`config.mk`:
```
export PLATFORM = sky130hd
export DESIGN_NAME = wrmvm_seq
export DESIGN_NICKNAME = d
export VERILOG_FILES = /design/src/rtl/wavefront_reconstructor_mvm_core_assert.svh /design/src/rtl/wrmvm_pkg.sv /design/src/rtl/wrmvm_seq.sv
export SDC_FILE = /design/constraint.sdc
export NUM_CORES = 1
export LEC_CHECK = 0
export BUFFER_PORTS_ARGS = -buffer_cell sky130_fd_sc_hd__buf_2
export CAP_MARGIN = 20
export CORE_UTILIZATION = 34
export CTS_BUF_LIST = sky130_fd_sc_hd__clkbuf_8
export DETAILED_ROUTE_END_ITERATION = 10
export SLEW_MARGIN = 0
export SYNTH_ARGS = -nofsm -noshare
export SYNTH_HDL_FRONTEND = slang
export SYNTH_SLANG_ARGS = --single-unit
export TNS_END_PERCENT = 5
```
`constraint.sdc`:
```
create_clock -name clk -period 5.8 [get_ports clk]
set_input_delay 1.16 -clock clk [delete_from_list [all_inputs] [get_ports clk]]
set_output_delay 1.16 -clock clk [all_outputs]
set_load 0.1 [all_outputs]
```
`src/rtl/wavefront_reconstructor_mvm_core_assert.svh`:
```
// Assertion macros used by the reconstructor MVM top level.
`ifndef WAVEFRONT_RECONSTRUCTOR_MVM_CORE_ASSERT_SVH
`define WAVEFRONT_RECONSTRUCTOR_MVM_CORE_ASSERT_SVH

// Same-cycle implication, checked out of reset.
`define WRMVM_ASSERT_NOW(lbl, ante, cons, msg) \
	lbl: assert property (@(posedge clk) disable iff (!arst_n) (ante) |-> (cons)) \
		else $error(msg);

// Next-cycle implication, checked out of reset.
`define WRMVM_ASSERT_NEXT(lbl, ante, cons, msg) \
	lbl: assert property (@(posedge clk) disable iff (!arst_n) (ante) |=> (cons)) \
		else $error(msg);

`endif

```
`src/rtl/wrmvm_pkg.sv`:
```
// Shared types and constants for the reconstructor MVM core.
package wrmvm_pkg;

	localparam int MAX_ROWS   = 64;
	localparam int MAX_SLOPES = 128;
	localparam int DATA_WIDTH = 16;
	localparam int ACC_BITS   = 40;
	localparam int RES_BITS   = 24;

	localparam int ROW_W   = $clog2(MAX_ROWS);
	localparam int COL_W   = $clog2(MAX_SLOPES);
	localparam int CADDR_W = ROW_W + COL_W;
	localparam int PROD_W  = 2 * DATA_WIDTH;
	localparam int OIDX_W  = 6;

	// Half frame never exceeds this
	localparam logic [COL_W:0] HALF_MAX = (COL_W + 1)'(MAX_SLOPES / 2);

	// Command codes
	localparam logic CMD_COEFF = 1'b0;
	localparam logic CMD_SLOPE = 1'b1;

	// Result kinds
	localparam logic KIND_ACT  = 1'b0;
	localparam logic KIND_MODE = 1'b1;

	// Register indexes
	localparam logic [1:0] CFG_SUBAP_DIM = 2'd0;
	localparam logic [1:0] CFG_ACT_DIM   = 2'd1;
	localparam logic [1:0] CFG_N_MODES   = 2'd2;
	localparam logic [1:0] CFG_OUT_SHIFT = 2'd3;

	// Tag that travels with each multiply-accumulate term
	typedef struct packed {
		logic              first;   // first term of a row
		logic              lastt;   // last term of a row
		logic              neg;     // subtract this product
		logic              zero;    // product forced to zero
		logic              kind;
		logic [OIDX_W-1:0] oidx;
		logic              eor;     // last term of the frame
	} term_tag_t;

endpackage

```
`src/rtl/wrmvm_seq.sv`:
```
// Term sequencer: walks rows and columns, issues memory reads and tags.
module wrmvm_seq (
	input  logic                               clk,
	input  logic                               arst_n,
	input  logic                               go,
	input  logic [3:0]                         subap_dim,
	input  logic [2:0]                         act_dim,
	input  logic [3:0]                         n_modes,
	output logic                               active,
	output logic                               issue_vld,
	output wrmvm_pkg::term_tag_t               issue_tag,
	output logic [wrmvm_pkg::CADDR_W-1:0]      coeff_raddr,
	output logic [wrmvm_pkg::COL_W-1:0]        slope_raddr
);

	localparam logic [1:0] PH_IDLE  = 2'd0;
	localparam logic [1:0] PH_ZONAL = 2'd1;
	localparam logic [1:0] PH_MODAL = 2'd2;

	localparam int CW = wrmvm_pkg::COL_W;

	logic [1:0]                      phase_q;
	logic [CW-1:0]                   t_q;
	logic [CW:0]                     half_q;
	logic [wrmvm_pkg::ROW_W:0]       r_q;
	logic [2:0]                      i_q;
	logic [2:0]                      j_q;
	logic [wrmvm_pkg::OIDX_W-1:0]    oidx_q;
	logic [3:0]                      m_q;

	logic [7:0]    sq;
	logic [CW:0]   half_new;
	logic [CW-1:0] t_last;
	logic          term_last;
	logic          t_lo;
	logic          j_end;
	logic          i_end;
	logic          m_end;
	logic          row_is_final;

	// Half frame size, clamped
	assign sq       = {4'd0, subap_dim} * {4'd0, subap_dim};
	assign half_new = (sq > 8'(wrmvm_pkg::HALF_MAX)) ? wrmvm_pkg::HALF_MAX : (CW + 1)'(sq);

	// Last term of a row: at least one term so an empty row still reports
	assign t_last    = (half_q == '0) ? '0 : CW'({half_q, 1'b0} - 1'b1);
	assign term_last = (t_q == t_last);
	assign t_lo      = ({1'b0, t_q} < half_q);

	assign j_end = (j_q == act_dim - 3'd1);
	assign i_end = (i_q == act_dim - 3'd1);
	assign m_end = (m_q == n_modes - 4'd1);
	assign row_is_final = (phase_q == PH_ZONAL) ? (i_end && j_end && n_modes == '0) : m_end;

	assign active    = (phase_q != PH_IDLE);
	assign issue_vld = active;

	// Read addresses: coefficient column is the term count
	always_comb begin
		coeff_raddr = {r_q[wrmvm_pkg::ROW_W-1:0], t_q};
		if (phase_q == PH_ZONAL) begin
			slope_raddr = t_lo ? CW'({1'b0, t_q} + half_q) : CW'({1'b0, t_q} - half_q);
		end else begin
			slope_raddr = t_q;
		end
	end

	// Term tag
	always_comb begin
		issue_tag.first = (t_q == '0);
		issue_tag.lastt = term_last;
		issue_tag.neg   = (phase_q == PH_ZONAL) ? !t_lo : 1'b1;
		issue_tag.zero  = r_q[wrmvm_pkg::ROW_W] || (half_q == '0);
		issue_tag.kind  = (phase_q == PH_ZONAL) ? wrmvm_pkg::KIND_ACT : wrmvm_pkg::KIND_MODE;
		issue_tag.oidx  = (phase_q == PH_ZONAL) ? oidx_q : wrmvm_pkg::OIDX_W'(m_q);
		issue_tag.eor   = term_last && row_is_final;
	end

	// Row and term counters
	always_ff @(posedge clk or negedge arst_n) begin
		if (!arst_n) begin
			phase_q <= PH_IDLE;
			t_q     <= '0;
			half_q  <= '0;
			r_q     <= '0;
			i_q     <= '0;
			j_q     <= '0;
			oidx_q  <= '0;
			m_q     <= '0;
		end else begin
			case (phase_q)
				PH_IDLE: begin
					if (go) begin
						phase_q <= (act_dim != '0) ? PH_ZONAL : PH_MODAL;
						half_q  <= half_new;
						t_q     <= '0;
						r_q     <= '0;
						i_q     <= '0;
						j_q     <= '0;
						oidx_q  <= '0;
						m_q     <= '0;
					end
				end
				PH_ZONAL: begin
					if (term_last) begin
						t_q <= '0;
						r_q <= r_q + 1'b1;
						if (j_end) begin
							j_q <= '0;
							if (i_end) begin
								phase_q <= (n_modes != '0) ? PH_MODAL : PH_IDLE;
								m_q     <= '0;
							end else begin
								i_q    <= i_q + 3'd1;
								oidx_q <= wrmvm_pkg::OIDX_W'(i_q + 3'd1);
							end
						end else begin
							j_q    <= j_q + 3'd1;
							oidx_q <= oidx_q + wrmvm_pkg::OIDX_W'(act_dim);
						end
					end else begin
						t_q <= t_q + 1'b1;
					end
				end
				PH_MODAL: begin
					if (term_last) begin
						t_q <= '0;
						r_q <= r_q + 1'b1;
						m_q <= m_q + 4'd1;
						if (m_end) begin
							phase_q <= PH_IDLE;
						end
					end else begin
						t_q <= t_q + 1'b1;
					end
				end
				default: begin
					phase_q <= PH_IDLE;
				end
			endcase
		end
	end

endmodule

```
==> out/summary.txt <==
Hold WC Path Type - reg -> reg
Ys async rst share - 100%
DRC Markers - 0
H-tree depth - 2
Height of the die - 108 um
Reg clk slew, reported paths - 0.09 ns
Startpoint Class - register
Min-delay src - r_q[6]$_DFFE_PN0P_
Worst-Skew Late Latency - 0.30 ns
Max rail drop VDD - 0.318 mV
Maximum fanout along the worst path - 10
Critical Path Source - half_q[5]$_DFFE_PN0P_
Via-per-instance ratio - 5.42
# hold bufs at CTS - 0
Layout cells sized above 1 - 16.0%
Initial DRC Count - 146
Final hold slack - 0.475 ns
Tightest Pin Transition - 1.06 ns
Pwr dens - 544 nW/um^2
Antenna violations before repair - 0
Max-Cap Viols - 0
Post-layout min period - 5.47 ns
Overall power - 2.32 mW
Post-Syn Nets - 516
Post-synth top flop - dfrtp_1
Gr usage total - 18.1%
DR vias - 3468
Reg-to-reg slack, setup - 2.66 ns
Top layer reached by signal wires - met4
Post-route ant nets - 0
Final setup viols - 0
Post-Syn Instances - 468
Post-Syn Area - 3800 sq um
Total CTS buffers - 5
Postcts setup bufs - 0
PortBufs - 47
Crit path DAT - 4.31 ns
WL final - 9.95 mm
Final hold vios - 0
Final Cycle Share - 94.3%
P_leak - 1.92 nW
Placement row count - 38
Met2 Wirelength - 4.47 mm
Status - finished clean
Tightest slew margin relative to the limit - 29.6%
Core area - 10800 sq um
Number of flops mapped to enable cells by yosys - 0
Layout Nets - 547
Clock root cell - clkbuf_8
Cell taking the most area after synthesis - dfrtp_1
Largest net degree at the start of global routing - 40
Gpl congestion - 0.834
First-pass GRT wire length - 16.7 mm
Synth-to-Final Area Change - 12.3%
Clock Skews - 0.00490 ns
Post-synthesis average cell area - 8.11 sq um
Ant diodes - 0
CTS tree - yes
DRT Pass-1 Iters - 4
Crit path kind - reg -> out
Maximum clock insertion buffer count - 2
Register area share after synthesis - 25.7%
Synth area leaders - dfrtp_1, ha_1, nand2_1
Crit. End Element - output pin
WL met3 - 349 um
Reg-to-Reg Start - half_q[0]$_DFFE_PN0P_
Initial Util - 35.0%
Total gr overflow - 0
Post-DP HPWL - 7.48 mm
Io pins - 48
Synth top area share - 25.7%
YS warnings - 0
Wire length on met1 - 5.06 mm
Synth top cells by count - nand2_1, dfrtp_1, nor2_1
Clock sinks - 39
Flops & latches, synth - 39
WL per Instance - 15.6 um
Number of global-route vias before repair - 3391
FMAX - 183 MHz
Yosys cell types - 71
Fin. max-slew vios - 0
Final Cell Area - 4260 sq um
RSZ-0062 raised after global routing - no
CP Data Required Time - 4.64 ns
DP Area - 4110 sq um
Count leader, synth - nand2_1
Chip width - 108 um
Die area - 11600 sq um
==> kinds of logic after synthesis <==
logic type,Yosys count,synth area share [%]
AO/OA/AOI/OAI,112,20.0
XOR/XNOR,26,6.36
adder cells (fa/ha/maj),34,11.6
buffers and inverters,63,7.38
flip-flops,39,25.7
multiplexers,14,3.79
AND/OR/NAND/NOR,180,25.1
==> through the flow <==
step / setup slack [ns] / setup TNS [ns] / instances / utilization [%]
3_3_place_gp: 0.502 / 0 / 632 / 37.9
3_5_place_dp: 0.351 / 0 / 632 / 37.9
6_report: 0.329 / 0 / 640 / 39.3
5_1_grt: 0.0794 / 0 / 640 / 39.3
2_1_floorplan: -0.544 / -0.779 / 468 / -
4_1_cts: 0.120 / 0 / 640 / 39.2
==> layer usage <==
metal	up-vias	GRT usage [%]
met5	-	0
met4	0	3.52
li1	1746	-
met1	1665	25.7
met2	53	29.5
met3	4	2.24
==> layout make-up <==
cell class                      instances  area [sq um]
Multi-Input combinational cell        366          2550
Tap cell                              140           175
Sequential cell                        39           977
Inverter                               32           120
Fill cell                            1129          6580
Clock inverter                          3          67.6
Timing Repair Buffer                   55           298
Clock buffer                            5          68.8
==> state kept, by name (all words and copies together), names as in the netlist <==
register	flops
j_q	3
phase_q	2
m_q	4
t_q	7
r_q	7
half_q	7
i_q	3
oidx_q	6
==> critical path: stages, from the launching register on <==
cell	delay (ns)
dfrtp_2	0.47
inv_1	0.09
ha_1	0.29
a21o_1	0.18
a21oi_1	0.18
o22ai_2	0.15
or2b_1	0.28
fa_1	0.40
a21o_1	0.19
a21oi_2	0.22
nor4b_1	0.12
or3_1	0.38
or4b_2	0.62
nand4b_1	0.12
buf_4	0.30
==> path summary, 6_finish.rpt <==
kind,end,cells after the start
worst max-delay path,slope_raddr[6],14
worst min-delay path,r_q[6]$_DFFE_PN0P_,1
worst max register to register,r_q[3]$_DFFE_PN0P_,8
worst min register to register,r_q[6]$_DFFE_PN0P_,1
max in group asynchronous,half_q[5]$_DFFE_PN0P_,1
min in group asynchronous,oidx_q[4]$_DFFE_PN0P_,1
==> placed cells by master, fill, tap and decap left out, types with 3 or more instances in the layout <==
master    count
mux2_2        3
nor4_1        7
clkbuf_8      5
or3_1         6
nand2b_1      6
xor2_1        6
nand4b_1      3
buf_4         9
ha_1         32
and2_1       11
inv_1        31
nand2_1      47
nand4_1       8
buf_2        46
dfrtp_1      38
nand3b_1      5
nor3b_1       4
or4_1         5
mux2i_1      11
xnor2_1      19
o31ai_1       5
o21ai_0      25
a21oi_1      22
nor3_1        8
o311ai_0      3
o211ai_1      5
a31oi_1       8
nor2b_1       5
nor2_1       33
nand3_1      18
a21o_1       10
==> what timing repair did <==
action,4_1_cts,5_1_grt
setup endpoints to repair,1,1
gates resized for setup,1,3
pin swaps,0,0
endpoints found under the hold margin,0,0
==> power breakdown <==
part | internal (mW) | switching, mW
clock | 0.172 | 0.107
combinational | 0.447 | 1.20
sequential | 0.314 | 0.0766
total | 0.933 | 1.38
Power figures use the tool's default switching activity.
