`src/rtl/wavefront_reconstructor_mvm_core_assert.svh`:
```
// Assertion macros used by the reconstructor MVM top level.
`ifndef WAVEFRONT_RECONSTRUCTOR_MVM_CORE_ASSERT_SVH
`define WAVEFRONT_RECONSTRUCTOR_MVM_CORE_ASSERT_SVH

// Same-cycle implication, checked out of reset.
`define WRMVM_ASSERT_NOW(lbl, ante, cons, msg) \
	lbl: assert property (@(posedge clk) disable iff (!arst_n) (ante) |-> (cons)) \
		else $error(msg);

// Next-cycle implication, checked out of reset.
`define WRMVM_ASSERT_NEXT(lbl, ante, cons, msg) \
	lbl: assert property (@(posedge clk) disable iff (!arst_n) (ante) |=> (cons)) \
		else $error(msg);

`endif

```
`src/rtl/wrmvm_pkg.sv`:
```
// Shared types and constants for the reconstructor MVM core.
package wrmvm_pkg;

	localparam int MAX_ROWS   = 64;
	localparam int MAX_SLOPES = 128;
	localparam int DATA_WIDTH = 16;
	localparam int ACC_BITS   = 40;
	localparam int RES_BITS   = 24;

	localparam int ROW_W   = $clog2(MAX_ROWS);
	localparam int COL_W   = $clog2(MAX_SLOPES);
	localparam int CADDR_W = ROW_W + COL_W;
	localparam int PROD_W  = 2 * DATA_WIDTH;
	localparam int OIDX_W  = 6;

	// Half frame never exceeds this
	localparam logic [COL_W:0] HALF_MAX = (COL_W + 1)'(MAX_SLOPES / 2);

	// Command codes
	localparam logic CMD_COEFF = 1'b0;
	localparam logic CMD_SLOPE = 1'b1;

	// Result kinds
	localparam logic KIND_ACT  = 1'b0;
	localparam logic KIND_MODE = 1'b1;

	// Register indexes
	localparam logic [1:0] CFG_SUBAP_DIM = 2'd0;
	localparam logic [1:0] CFG_ACT_DIM   = 2'd1;
	localparam logic [1:0] CFG_N_MODES   = 2'd2;
	localparam logic [1:0] CFG_OUT_SHIFT = 2'd3;

	// Tag that travels with each multiply-accumulate term
	typedef struct packed {
		logic              first;   // first term of a row
		logic              lastt;   // last term of a row
		logic              neg;     // subtract this product
		logic              zero;    // product forced to zero
		logic              kind;
		logic [OIDX_W-1:0] oidx;
		logic              eor;     // last term of the frame
	} term_tag_t;

endpackage

```
`src/rtl/wrmvm_mac.sv`:
```
// Multiply-accumulate pipeline with shift, saturation and result register.
module wrmvm_mac (
	input  logic                                    clk,
	input  logic                                    arst_n,
	input  logic                                    issue_vld,
	input  wrmvm_pkg::term_tag_t                    issue_tag,
	input  logic signed [wrmvm_pkg::DATA_WIDTH-1:0] coeff_rd,
	input  logic signed [wrmvm_pkg::DATA_WIDTH-1:0] slope_rd,
	input  logic [4:0]                              out_shift,
	output logic                                    pipe_busy,
	output logic                                    result_valid,
	output logic                                    kind,
	output logic [wrmvm_pkg::OIDX_W-1:0]            out_index,
	output logic signed [wrmvm_pkg::RES_BITS-1:0]   result_value,
	output logic                                    saturated,
	output logic                                    end_of_run
);

	localparam int AW = wrmvm_pkg::ACC_BITS;
	localparam int PW = wrmvm_pkg::PROD_W;
	localparam int RW = wrmvm_pkg::RES_BITS;

	logic                  vld_s1, vld_s2, fin_s3;
	wrmvm_pkg::term_tag_t  tag_s1, tag_s2, tag_s3;
	logic signed [PW-1:0]  prod_s2;
	logic signed [AW-1:0]  acc_q;
	logic signed [AW-1:0]  prod_ext;
	logic signed [AW-1:0]  acc_base;
	logic signed [AW-1:0]  shifted;
	logic                  pos_ovf, neg_ovf;

	// Stage 1: tag lines up with memory read data
	always_ff @(posedge clk or negedge arst_n) begin
		if (!arst_n) begin
			vld_s1 <= 1'b0;
			vld_s2 <= 1'b0;
			fin_s3 <= 1'b0;
		end else begin
			vld_s1 <= issue_vld;
			vld_s2 <= vld_s1;
			fin_s3 <= vld_s2 && tag_s2.lastt;
		end
	end

	// Stage 2: product register
	always_ff @(posedge clk) begin
		tag_s1  <= issue_tag;
		tag_s2  <= tag_s1;
		prod_s2 <= tag_s1.zero ? '0 : PW'(coeff_rd * slope_rd);
	end

	// Stage 3: 40-bit wrapping accumulator
	assign prod_ext = AW'(prod_s2);
	assign acc_base = tag_s2.first ? '0 : acc_q;

	always_ff @(posedge clk) begin
		if (vld_s2) begin
			acc_q  <= tag_s2.neg ? (acc_base - prod_ext) : (acc_base + prod_ext);
			tag_s3 <= tag_s2;
		end
	end

	// Arithmetic shift (floor) and clip to result width
	assign shifted = acc_q >>> out_shift;
	assign pos_ovf = !shifted[AW-1] && (|shifted[AW-2:RW-1]);
	assign neg_ovf = shifted[AW-1] && !(&shifted[AW-2:RW-1]);

	// Stage 4: result register
	always_ff @(posedge clk or negedge arst_n) begin
		if (!arst_n) begin
			result_valid <= 1'b0;
		end else begin
			result_valid <= fin_s3;
		end
	end

	always_ff @(posedge clk) begin
		if (fin_s3) begin
			kind       <= tag_s3.kind;
			out_index  <= tag_s3.oidx;
			end_of_run <= tag_s3.eor;
			saturated  <= pos_ovf || neg_ovf;
			if (pos_ovf) begin
				result_value <= {1'b0, {(RW-1){1'b1}}};
			end else if (neg_ovf) begin
				result_value <= {1'b1, {(RW-1){1'b0}}};
			end else begin
				result_value <= shifted[RW-1:0];
			end
		end
	end

	assign pipe_busy = vld_s1 || vld_s2 || fin_s3 || result_valid;

endmodule

```
`config.mk`:
```
export PLATFORM = sky130hd
export DESIGN_NAME = wrmvm_mac
export DESIGN_NICKNAME = d
export VERILOG_FILES = /design/src/rtl/wavefront_reconstructor_mvm_core_assert.svh /design/src/rtl/wrmvm_pkg.sv /design/src/rtl/wrmvm_mac.sv
export SDC_FILE = /design/constraint.sdc
export NUM_CORES = 1
export LEC_CHECK = 0
export BUFFER_PORTS_ARGS = -buffer_cell sky130_fd_sc_hd__buf_4
export CORE_ASPECT_RATIO = 0.9
export CORE_MARGIN = 4
export CORE_UTILIZATION = 50
export DETAILED_ROUTE_END_ITERATION = 10
export PLACE_DENSITY = 0.67
export SLEW_MARGIN = 40
export SYNTH_ARGS = -nofsm -noshare
export SYNTH_HDL_FRONTEND = slang
export SYNTH_SLANG_ARGS = --single-unit
```
`constraint.sdc`:
```
create_clock -name clk -period 9.6 [get_ports clk]
set_clock_uncertainty 0.05 [all_clocks]
set_input_delay 0.96 -clock clk [delete_from_list [all_inputs] [get_ports clk]]
set_output_delay 0.96 -clock clk [all_outputs]
set_load 0.01 [all_outputs]
```
==> results of run 1 <==
## through the flow
stage	hold WS [ns]	instance area (um2)
after floorplan	0.260	18900
after global placement	0.260	19800
after detailed placement	0.262	19800
after CTS	0.233	20400
after global routing	0.231	20400
final	0.252	20400
## registers in the layout, summed over array words and instances (netlist names), 6 cells and up
| name | count |
|---|---|
| acc_q | 40 |
| prod_s2 | 32 |
| result_value | 24 |
| tag_s1 | 12 |
| tag_s2 | 11 |
| tag_s3 | 8 |
| out_index | 6 |
## per-layer routing
layer	global-route usage (%)	wire, um	up-vias
met1	29.6	18800	6962
met2	36.3	20200	352
met5	0	0	-
li1	-	-	6653
met4	5.40	883	0
met3	3.43	1890	63
## worst paths after layout
| check | end | slack (ns) | cells past startpoint |
|---|---|---|---|
| min in group clk | tag_s2[2] | 0.28 | 0 |
| max | prod_s2[31] | 2.83 | 19 |
| min reg2reg | tag_s2[2] | 0.28 | 0 |
| min | result_valid | 0.25 | 1 |
| max in group asynchronous | vld_s2 | 9.14 | 1 |
| max reg2reg | acc_q[39] | 4.10 | 21 |
## logic make-up (layout without fill, tap and decap cells)
kind of cell	Yosys count	in the layout	synth area share, %
mux	81	81	5.67
buf+inv	404	449	8.20
simple gates	611	611	16.1
flops	140	140	19.3
compound gates	307	307	10.7
fa+ha+maj	385	385	36.0
xor+xnor	89	89	4.13
## area by class of cell
type	instances	area, um2	area share, %
clock buffer	17	425	2.08
clock inverter	15	160	0.784
inverter	324	1220	5.95
multi-input combinational	1473	13700	67.0
sequential	140	3630	17.8
tap	483	604	2.96
timing repair buffer	93	698	3.42
## cell usage after synthesis (all sizes together) (36+ instances only)
library cell,n
a21oi,90
mux2i,42
and2,127
xnor2,78
nand2,203
nor2b,54
fa,263
clkbuf,60
ha,122
a21o,36
inv,323
edfxtp,81
nor2,120
dfxtp,55
o21ai,54
==> reports/qor.yml, run 1 <==
slew_violations: 0
syn-num-nets: 2454
vias: 14030
io_buffers: 86
die_y_um: 192
critPathMaxStageDelay_ns: 0.74
start_util_pct: 50.7
critPathCaptureType: "register"
synth_seq_area_share_pct: 19.3
grt_pass1_vias: 14700
start_kind: "primary input"
hold_viol_final: 0
ys.flop_type: "edfxtp_1"
fp.coreArea_mm2: 0.0372
clock_latency_ns: 0.44
dp_cells: 2512
ant_nets: 0
setup.worst_path.start: "slope_rd[1]"
place.gp.congestion: 0.923
period_needed_ns: 6.77
grt_pass1_wl_mm: 71.8
ys_warn_count: 0
grt.total_usage_pct: 21.6
drtIter0Drc: 841
max_cap_viol_count: 0
cts_tree: "built"
dp_slack_ns: 2.37
rsz0062_at_grt: "no"
hold_buffers: 0
worstPathBufferInverterCount: 4
synth-async-reset-ratio_pct: 2.86
final_cells: 2545
antenna_found_initial: 0
mostFrequentLayoutCell: "inv_1"
layout_common_cells: "321 x inv_1, 263 x fa_1, 203 x nand2_1, 127 x and2_1, 122 x ha_1"
netlist_instances: 2017
tightest_slew_ns: 0.814
rows: 67
cts_buffers: 17
wl_per_cell_um: 16.4
worstPathMaxFanout: 16
setup_ws_ns: 2.83
slew_headroom_pct: 45.4
die_width_um: 213
netlist_area_mm2: 0.0189
overflow: 0
cts-root-buf: "clkbuf_16"
drt-total-wl_mm: 41.8
ys_seq_elements: 140
worst_path_max_delay_cell: "fa_1"
drt_drc_violations_left: 0
cts_resized: 0
area_delta_synth_final_pct: 8.30
yosysTopAreaCell: "fa_1"
crit_arrival_ns: 7.05
synth_top_area_share_pct: 27.9
worst_path_most_repeated_cell: "fa_1"
final_layout_size_suffix_gt1_share_pct: 8.68
fmax_mhz: 148
critPathTopFamily: "adder cells"
synthDistinctLibCells: 73
status: "completed"
required_ns: 9.87
vias_per_cell: 5.51
diodes: 0
clock_sinks: 140
final_util_pct: 54.9
synthTopCellsByArea: "fa_1 28%, edfxtp_1 13%, ha_1 8.1%"
setup_violations: 0
clk_pin_slew_ns: 0.07
htree_levels: 4
clk_path_buf_depth: 2
firstDrtPassIters: 7
grt_max_degree: 50
nFillCells: 3426
avgSynthCellArea_um2: 9.35
fin_crit_sh_pct: 70.6
fin_nets: 2486
fin_setup_tns_ns: 0
path_cells: "buf_4, nand2_1, inv_1, fa_1, fa_1, inv_1, fa_1, fa_1, fa_1, fa_1, inv_1, ha_1, nand4_1, nor2_1, nand2_1, a311o_1, a21boi_0, o31ai_1, o311ai_0"
postCtsSetupBuffers: 0
ios: 87
hold_class: "primary input to asynchronous set/reset pin"
r2r-start: "prod_s2[0]"
synth_edf_count: 81
die-area_mm2: 0.0409
dp_hpwl_mm: 33.4
critPathKind: "primary input to register"
Power of run 1 is not shown: default switching activity piles up to over one toggle a cycle in this logic, so the estimate is an artifact.
==> run 2: changes to the inputs <==
==> constraint.sdc (replaced) <==
create_clock -name clk -period 6.5 [get_ports clk]
set_clock_uncertainty 0.05 [all_clocks]
set_input_delay 0.65 -clock clk [delete_from_list [all_inputs] [get_ports clk]]
set_output_delay 0.65 -clock clk [all_outputs]
set_load 0.01 [all_outputs]
==> run 2 against run 1 <==
Compared with the run above:
- wire length decreased by 1.1%
- via count up 1.4%
- first-iteration DRC count is 11% higher
- critical endpoint unchanged
- critical path type unchanged
- worst setup slack got worse by 2.3 ns
- worst hold slack improved by 0.016 ns
- highest routed layer unchanged
- die area did not move
- largest cell class unchanged
==> reports/qor.yml, run 2 (synthesis gave the netlist of run 1 again) <==
ff2ff_setup_slack_ns: 1.07
cts_resized: 0
fp.coreArea_mm2: 0.0372
cts_buffers: 17
final_layout_size_suffix_gt1_share_pct: 10.6
grt_pass1_vias: 14766
critPathCaptureType: "register"
wl_per_cell_um: 15.9
period_needed_ns: 6.02
area_delta_synth_final_pct: 10.2
start_util_pct: 50.7
fin_nets: 2532
hold_depth: 1
nFillCells: 3337
hold_viol_final: 0
rsz0062_at_grt: "no"
diodes: 0
min_from: "issue_tag[10]"
fmax_mhz: 166
fin_setup_tns_ns: 0
postCtsSetupBuffers: 0
die_y_um: 192
firstDrtPassIters: 5
cts_tree: "built"
ant_nets: 0
layout_common_cells: "321 x inv_1, 263 x fa_1, 203 x nand2_1, 136 x buf_4, 127 x and2_1"
drt-total-wl_mm: 41.3
overflow: 0
cts-root-buf: "clkbuf_16"
vias_per_cell: 5.49
drt_drc_violations_left: 0
die-area_mm2: 0.0409
place.gp.congestion: 0.931
worst-r2r-cell-count: 21
max_cap_viol_count: 0
rows: 67
hold_class: "primary input to register"
required_ns: 6.77
fin_crit_sh_pct: 92.6
htree_levels: 4
r2r-start: "prod_s2[0]"
vias: 14232
holdPathEnd: "tag_s1[10]"
dp_hpwl_mm: 34.0
grt_max_degree: 51
clk_path_buf_depth: 2
worstPathMaxFanout: 10
grt_pass1_wl_mm: 71.7
hold_buffers: 1
met3_length_mm: 1.82
largest_reg_flops: 40
top_register: "acc_q"
clock_sinks: 140
clock_latency_ns: 0.43
setup_violations: 0
top_layer_used: "met4"
ios: 87
reg.largest.list: "acc_q (40), prod_s2 (32), result_value (24)"
clk_pin_slew_ns: 0.07
antenna_found_initial: 0
drtIter0Drc: 932
io_buffers: 86
tightest_slew_ns: 0.784
slew_violations: 0
crit_arrival_ns: 6.29
start_kind: "primary input"
wl_met2_mm: 19.9
mostFrequentLayoutCell: "inv_1"
slew_headroom_pct: 47.4
grt.total_usage_pct: 21.4
wl_met1_mm: 19.2
die_width_um: 213
critPathKind: "primary input to register"
reg2reg_to: "acc_q[39]"
status: "completed"
==> run 2: cell count changes in the layout (fill, tap and decap cells not counted), sizes merged <==
| cell | before | now |
|---|---|---|
| buf | 93 | 138 |
| clkbuf | 17 | 19 |
| clkinv | 2 | 1 |
| clkinvlp | 1 | 2 |
| dlygate4sd3 | 0 | 1 |
| inv | 336 | 334 |
==> run 2: area by class of cell <==
class / count / area, um2 / share of cell area, %
clock buffers: 19 / 475 / 2.29
inverters: 324 / 1220 / 5.85
clock inverters: 13 / 114 / 0.548
repair buffers: 139 / 1060 / 5.11
flip-flops and latches: 140 / 3640 / 17.5
multi-input cells: 1473 / 13700 / 65.8
well taps: 483 / 604 / 2.91
==> run 2: routing by layer <==
| layer | vias up | global-route usage (%) |
|---|---|---|
| met1 | 7136 | 30.5 |
| li1 | 6744 | - |
| met4 | 0 | 3.81 |
| met5 | - | 0 |
| met2 | 314 | 35.9 |
| met3 | 38 | 2.60 |
==> run 2: critical path, stage by stage <==
cell and delay (ns):
buf_4 0.16, nand2_1 0.12, inv_1 0.07, fa_1 0.63, fa_1 0.67, inv_1 0.09
fa_1 0.43, fa_1 0.54, inv_1 0.05, fa_1 0.55, fa_1 0.42, ha_1 0.30
nand4_1 0.13, nor2_1 0.15, nand2_1 0.09, a311o_1 0.35, a21boi_0 0.30, o31ai_1 0.10
buf_4 0.15, o311ai_0 0.31
==> run 2: worst max-delay path by stage <==
stage	from	endpoint
floorplan	slope_rd[7]	prod_s2[31]
global placement	slope_rd[1]	prod_s2[31]
detailed placement	slope_rd[2]	prod_s2[31]
CTS	slope_rd[2]	prod_s2[31]
global route	slope_rd[1]	prod_s2[31]
finish	slope_rd[2]	prod_s2[31]
==> run 2: through the flow <==
stage / instance area, um2 / instances / setup slack [ns] / hold WS [ns] / util, %
floorplan: 18900 / 2017 / 0.142 / 0.260 / -
global placement: 20200 / 2557 / 0.133 / 0.262 / 54.2
detailed placement: 20200 / 2557 / 0.0555 / 0.262 / 54.2
CTS: 20800 / 2590 / 0.503 / 0.242 / 55.8
global route: 20800 / 2591 / 0.0239 / 0.248 / 55.9
finish: 20800 / 2591 / 0.482 / 0.268 / 55.9
Power of run 2 is left out for the same reason.
==> run 3: changes to the inputs <==
--- a/config.mk
+++ b/config.mk
@@ -9,6 +9,7 @@
 export CORE_ASPECT_RATIO = 0.9
 export CORE_MARGIN = 4
 export CORE_UTILIZATION = 50
+export CTS_BUF_LIST = sky130_fd_sc_hd__clkbuf_8
 export DETAILED_ROUTE_END_ITERATION = 10
 export PLACE_DENSITY = 0.67
 export SLEW_MARGIN = 40
==> run 3 against run 2 <==
Compared with the run above:
- first-iteration DRC count increased by 5.0%
- die area unchanged
- wire length decreased by 0.28%
- critical path depth unchanged
- highest routed layer unchanged
==> reports/qor.yml, run 3 (synthesis gave the netlist of run 1 again) <==
status: "completed"
nFillCells: 3360
max_cap_viol_count: 0
start_util_pct: 50.7
top_register: "acc_q"
vias: 14195
start_kind: "primary input"
period_needed_ns: 5.98
area_delta_synth_final_pct: 9.26
setup_violations: 0
firstDrtPassIters: 5
drt_drc_violations_left: 0
fp.coreArea_mm2: 0.0372
vias_per_cell: 5.48
ff2ff_setup_slack_ns: 1.08
mostFrequentLayoutCell: "inv_1"
critPathCaptureType: "register"
fin_setup_tns_ns: 0
clock_sinks: 140
fin_crit_sh_pct: 92.1
htree_levels: 4
layout_common_cells: "321 x inv_1, 263 x fa_1, 203 x nand2_1, 136 x buf_4, 127 x and2_1"
drt-total-wl_mm: 41.2
slew_violations: 0
ios: 87
grt_pass1_vias: 14762
cts_tree: "built"
die_y_um: 192
grt.total_usage_pct: 21.3
cts-root-buf: "clkbuf_8"
critPathKind: "primary input to register"
postCtsSetupBuffers: 0
dp_hpwl_mm: 34.0
holdPathEnd: "tag_s1[11]"
rsz0062_at_grt: "no"
worst-r2r-cell-count: 21
fin_nets: 2532
tightest_slew_ns: 0.794
reg2reg_to: "acc_q[39]"
r2r-start: "prod_s2[0]"
multi_input_area_mm2: 0.0137
clk_path_buf_depth: 2
required_ns: 6.81
reg.largest.list: "acc_q (40), prod_s2 (32), result_value (24)"
hold_viol_final: 0
fmax_mhz: 167
hold_depth: 1
overflow: 0
grt_pass1_wl_mm: 71.5
min_from: "issue_tag[11]"
slew_headroom_pct: 46.8
rows: 67
worstPathMaxFanout: 10
io_buffers: 86
antenna_found_initial: 0
grt_max_degree: 51
place.gp.congestion: 0.931
cts_buffers: 17
wl_per_cell_um: 15.9
largest_reg_flops: 40
seqCellArea_mm2: 0.00364
crit_arrival_ns: 6.30
hold_class: "primary input to register"
final_layout_size_suffix_gt1_share_pct: 10.6
drtIter0Drc: 979
ant_nets: 0
diodes: 0
clk_pin_slew_ns: 0.09
die_width_um: 213
clock_latency_ns: 0.47
die-area_mm2: 0.0409
==> run 3: changes by cell type in the layout (fill, tap and decap cells not counted), sizes merged <==
cell	previous run	this run
bufinv	0	2
clkbuf	19	17
==> run 3: layout make-up <==
type	instances	share of cell area, %
multi-input cells	1473	66.4
well taps	483	2.93
flip-flops and latches	140	17.6
inverters	324	5.90
repair buffers	139	5.15
clock inverters	15	0.844
clock buffers	17	1.14
==> run 3: through the flow <==
step | cell area (um2) | utilization, % | setup WS (ns) | hold slack (ns) | std cells
detailed placement | 20200 | 54.2 | 0.0555 | 0.262 | 2557
global placement | 20200 | 54.2 | 0.133 | 0.262 | 2557
finish | 20600 | 55.4 | 0.516 | 0.227 | 2591
CTS | 20600 | 55.3 | 0.567 | 0.178 | 2590
floorplan | 18900 | - | 0.142 | 0.260 | 2017
global route | 20600 | 55.4 | 0.0883 | 0.184 | 2591
==> run 3: how the worst max path moves through the flow <==
stage                     depth (start not counted)         from           to
after floorplan                                  22  slope_rd[7]  prod_s2[31]
after global placement                           22  slope_rd[1]  prod_s2[31]
after detailed placement                         20  slope_rd[2]  prod_s2[31]
after CTS                                        20  slope_rd[2]  prod_s2[31]
after global routing                             20  slope_rd[1]  prod_s2[31]
final                                            20  slope_rd[2]  prod_s2[31]
==> run 3: per-layer routing <==
metal	part of all wire, %	routed length [um]	vias to the layer above	track usage (%)
met3	4.4	1820	35	2.84
li1	-	-	6735	-
met5	0	0	-	0
met2	48	19800	316	35.8
met1	47	19200	7109	30.3
met4	0.97	399	0	3.62
==> run 3: worst max-delay path, stage by stage <==
cell	delay, ns
buf_4	0.16
nand2_1	0.12
inv_1	0.07
fa_1	0.63
fa_1	0.67
inv_1	0.09
fa_1	0.43
fa_1	0.54
inv_1	0.05
fa_1	0.55
fa_1	0.41
ha_1	0.30
nand4_1	0.13
nor2_1	0.15
nand2_1	0.09
a311o_1	0.35
a21boi_0	0.30
o31ai_1	0.10
buf_4	0.15
o311ai_0	0.31
==> run 3: timing repair <==
| item | in CTS | in global routing |
|---|---|---|
| hold buffers | 1 | 0 |
| hold endpoints to repair | 4 | 0 |
| endpoints found under the setup margin | 0 | 0 |
| gates resized for setup | 0 | 0 |
Power of run 3 is left out for the same reason.
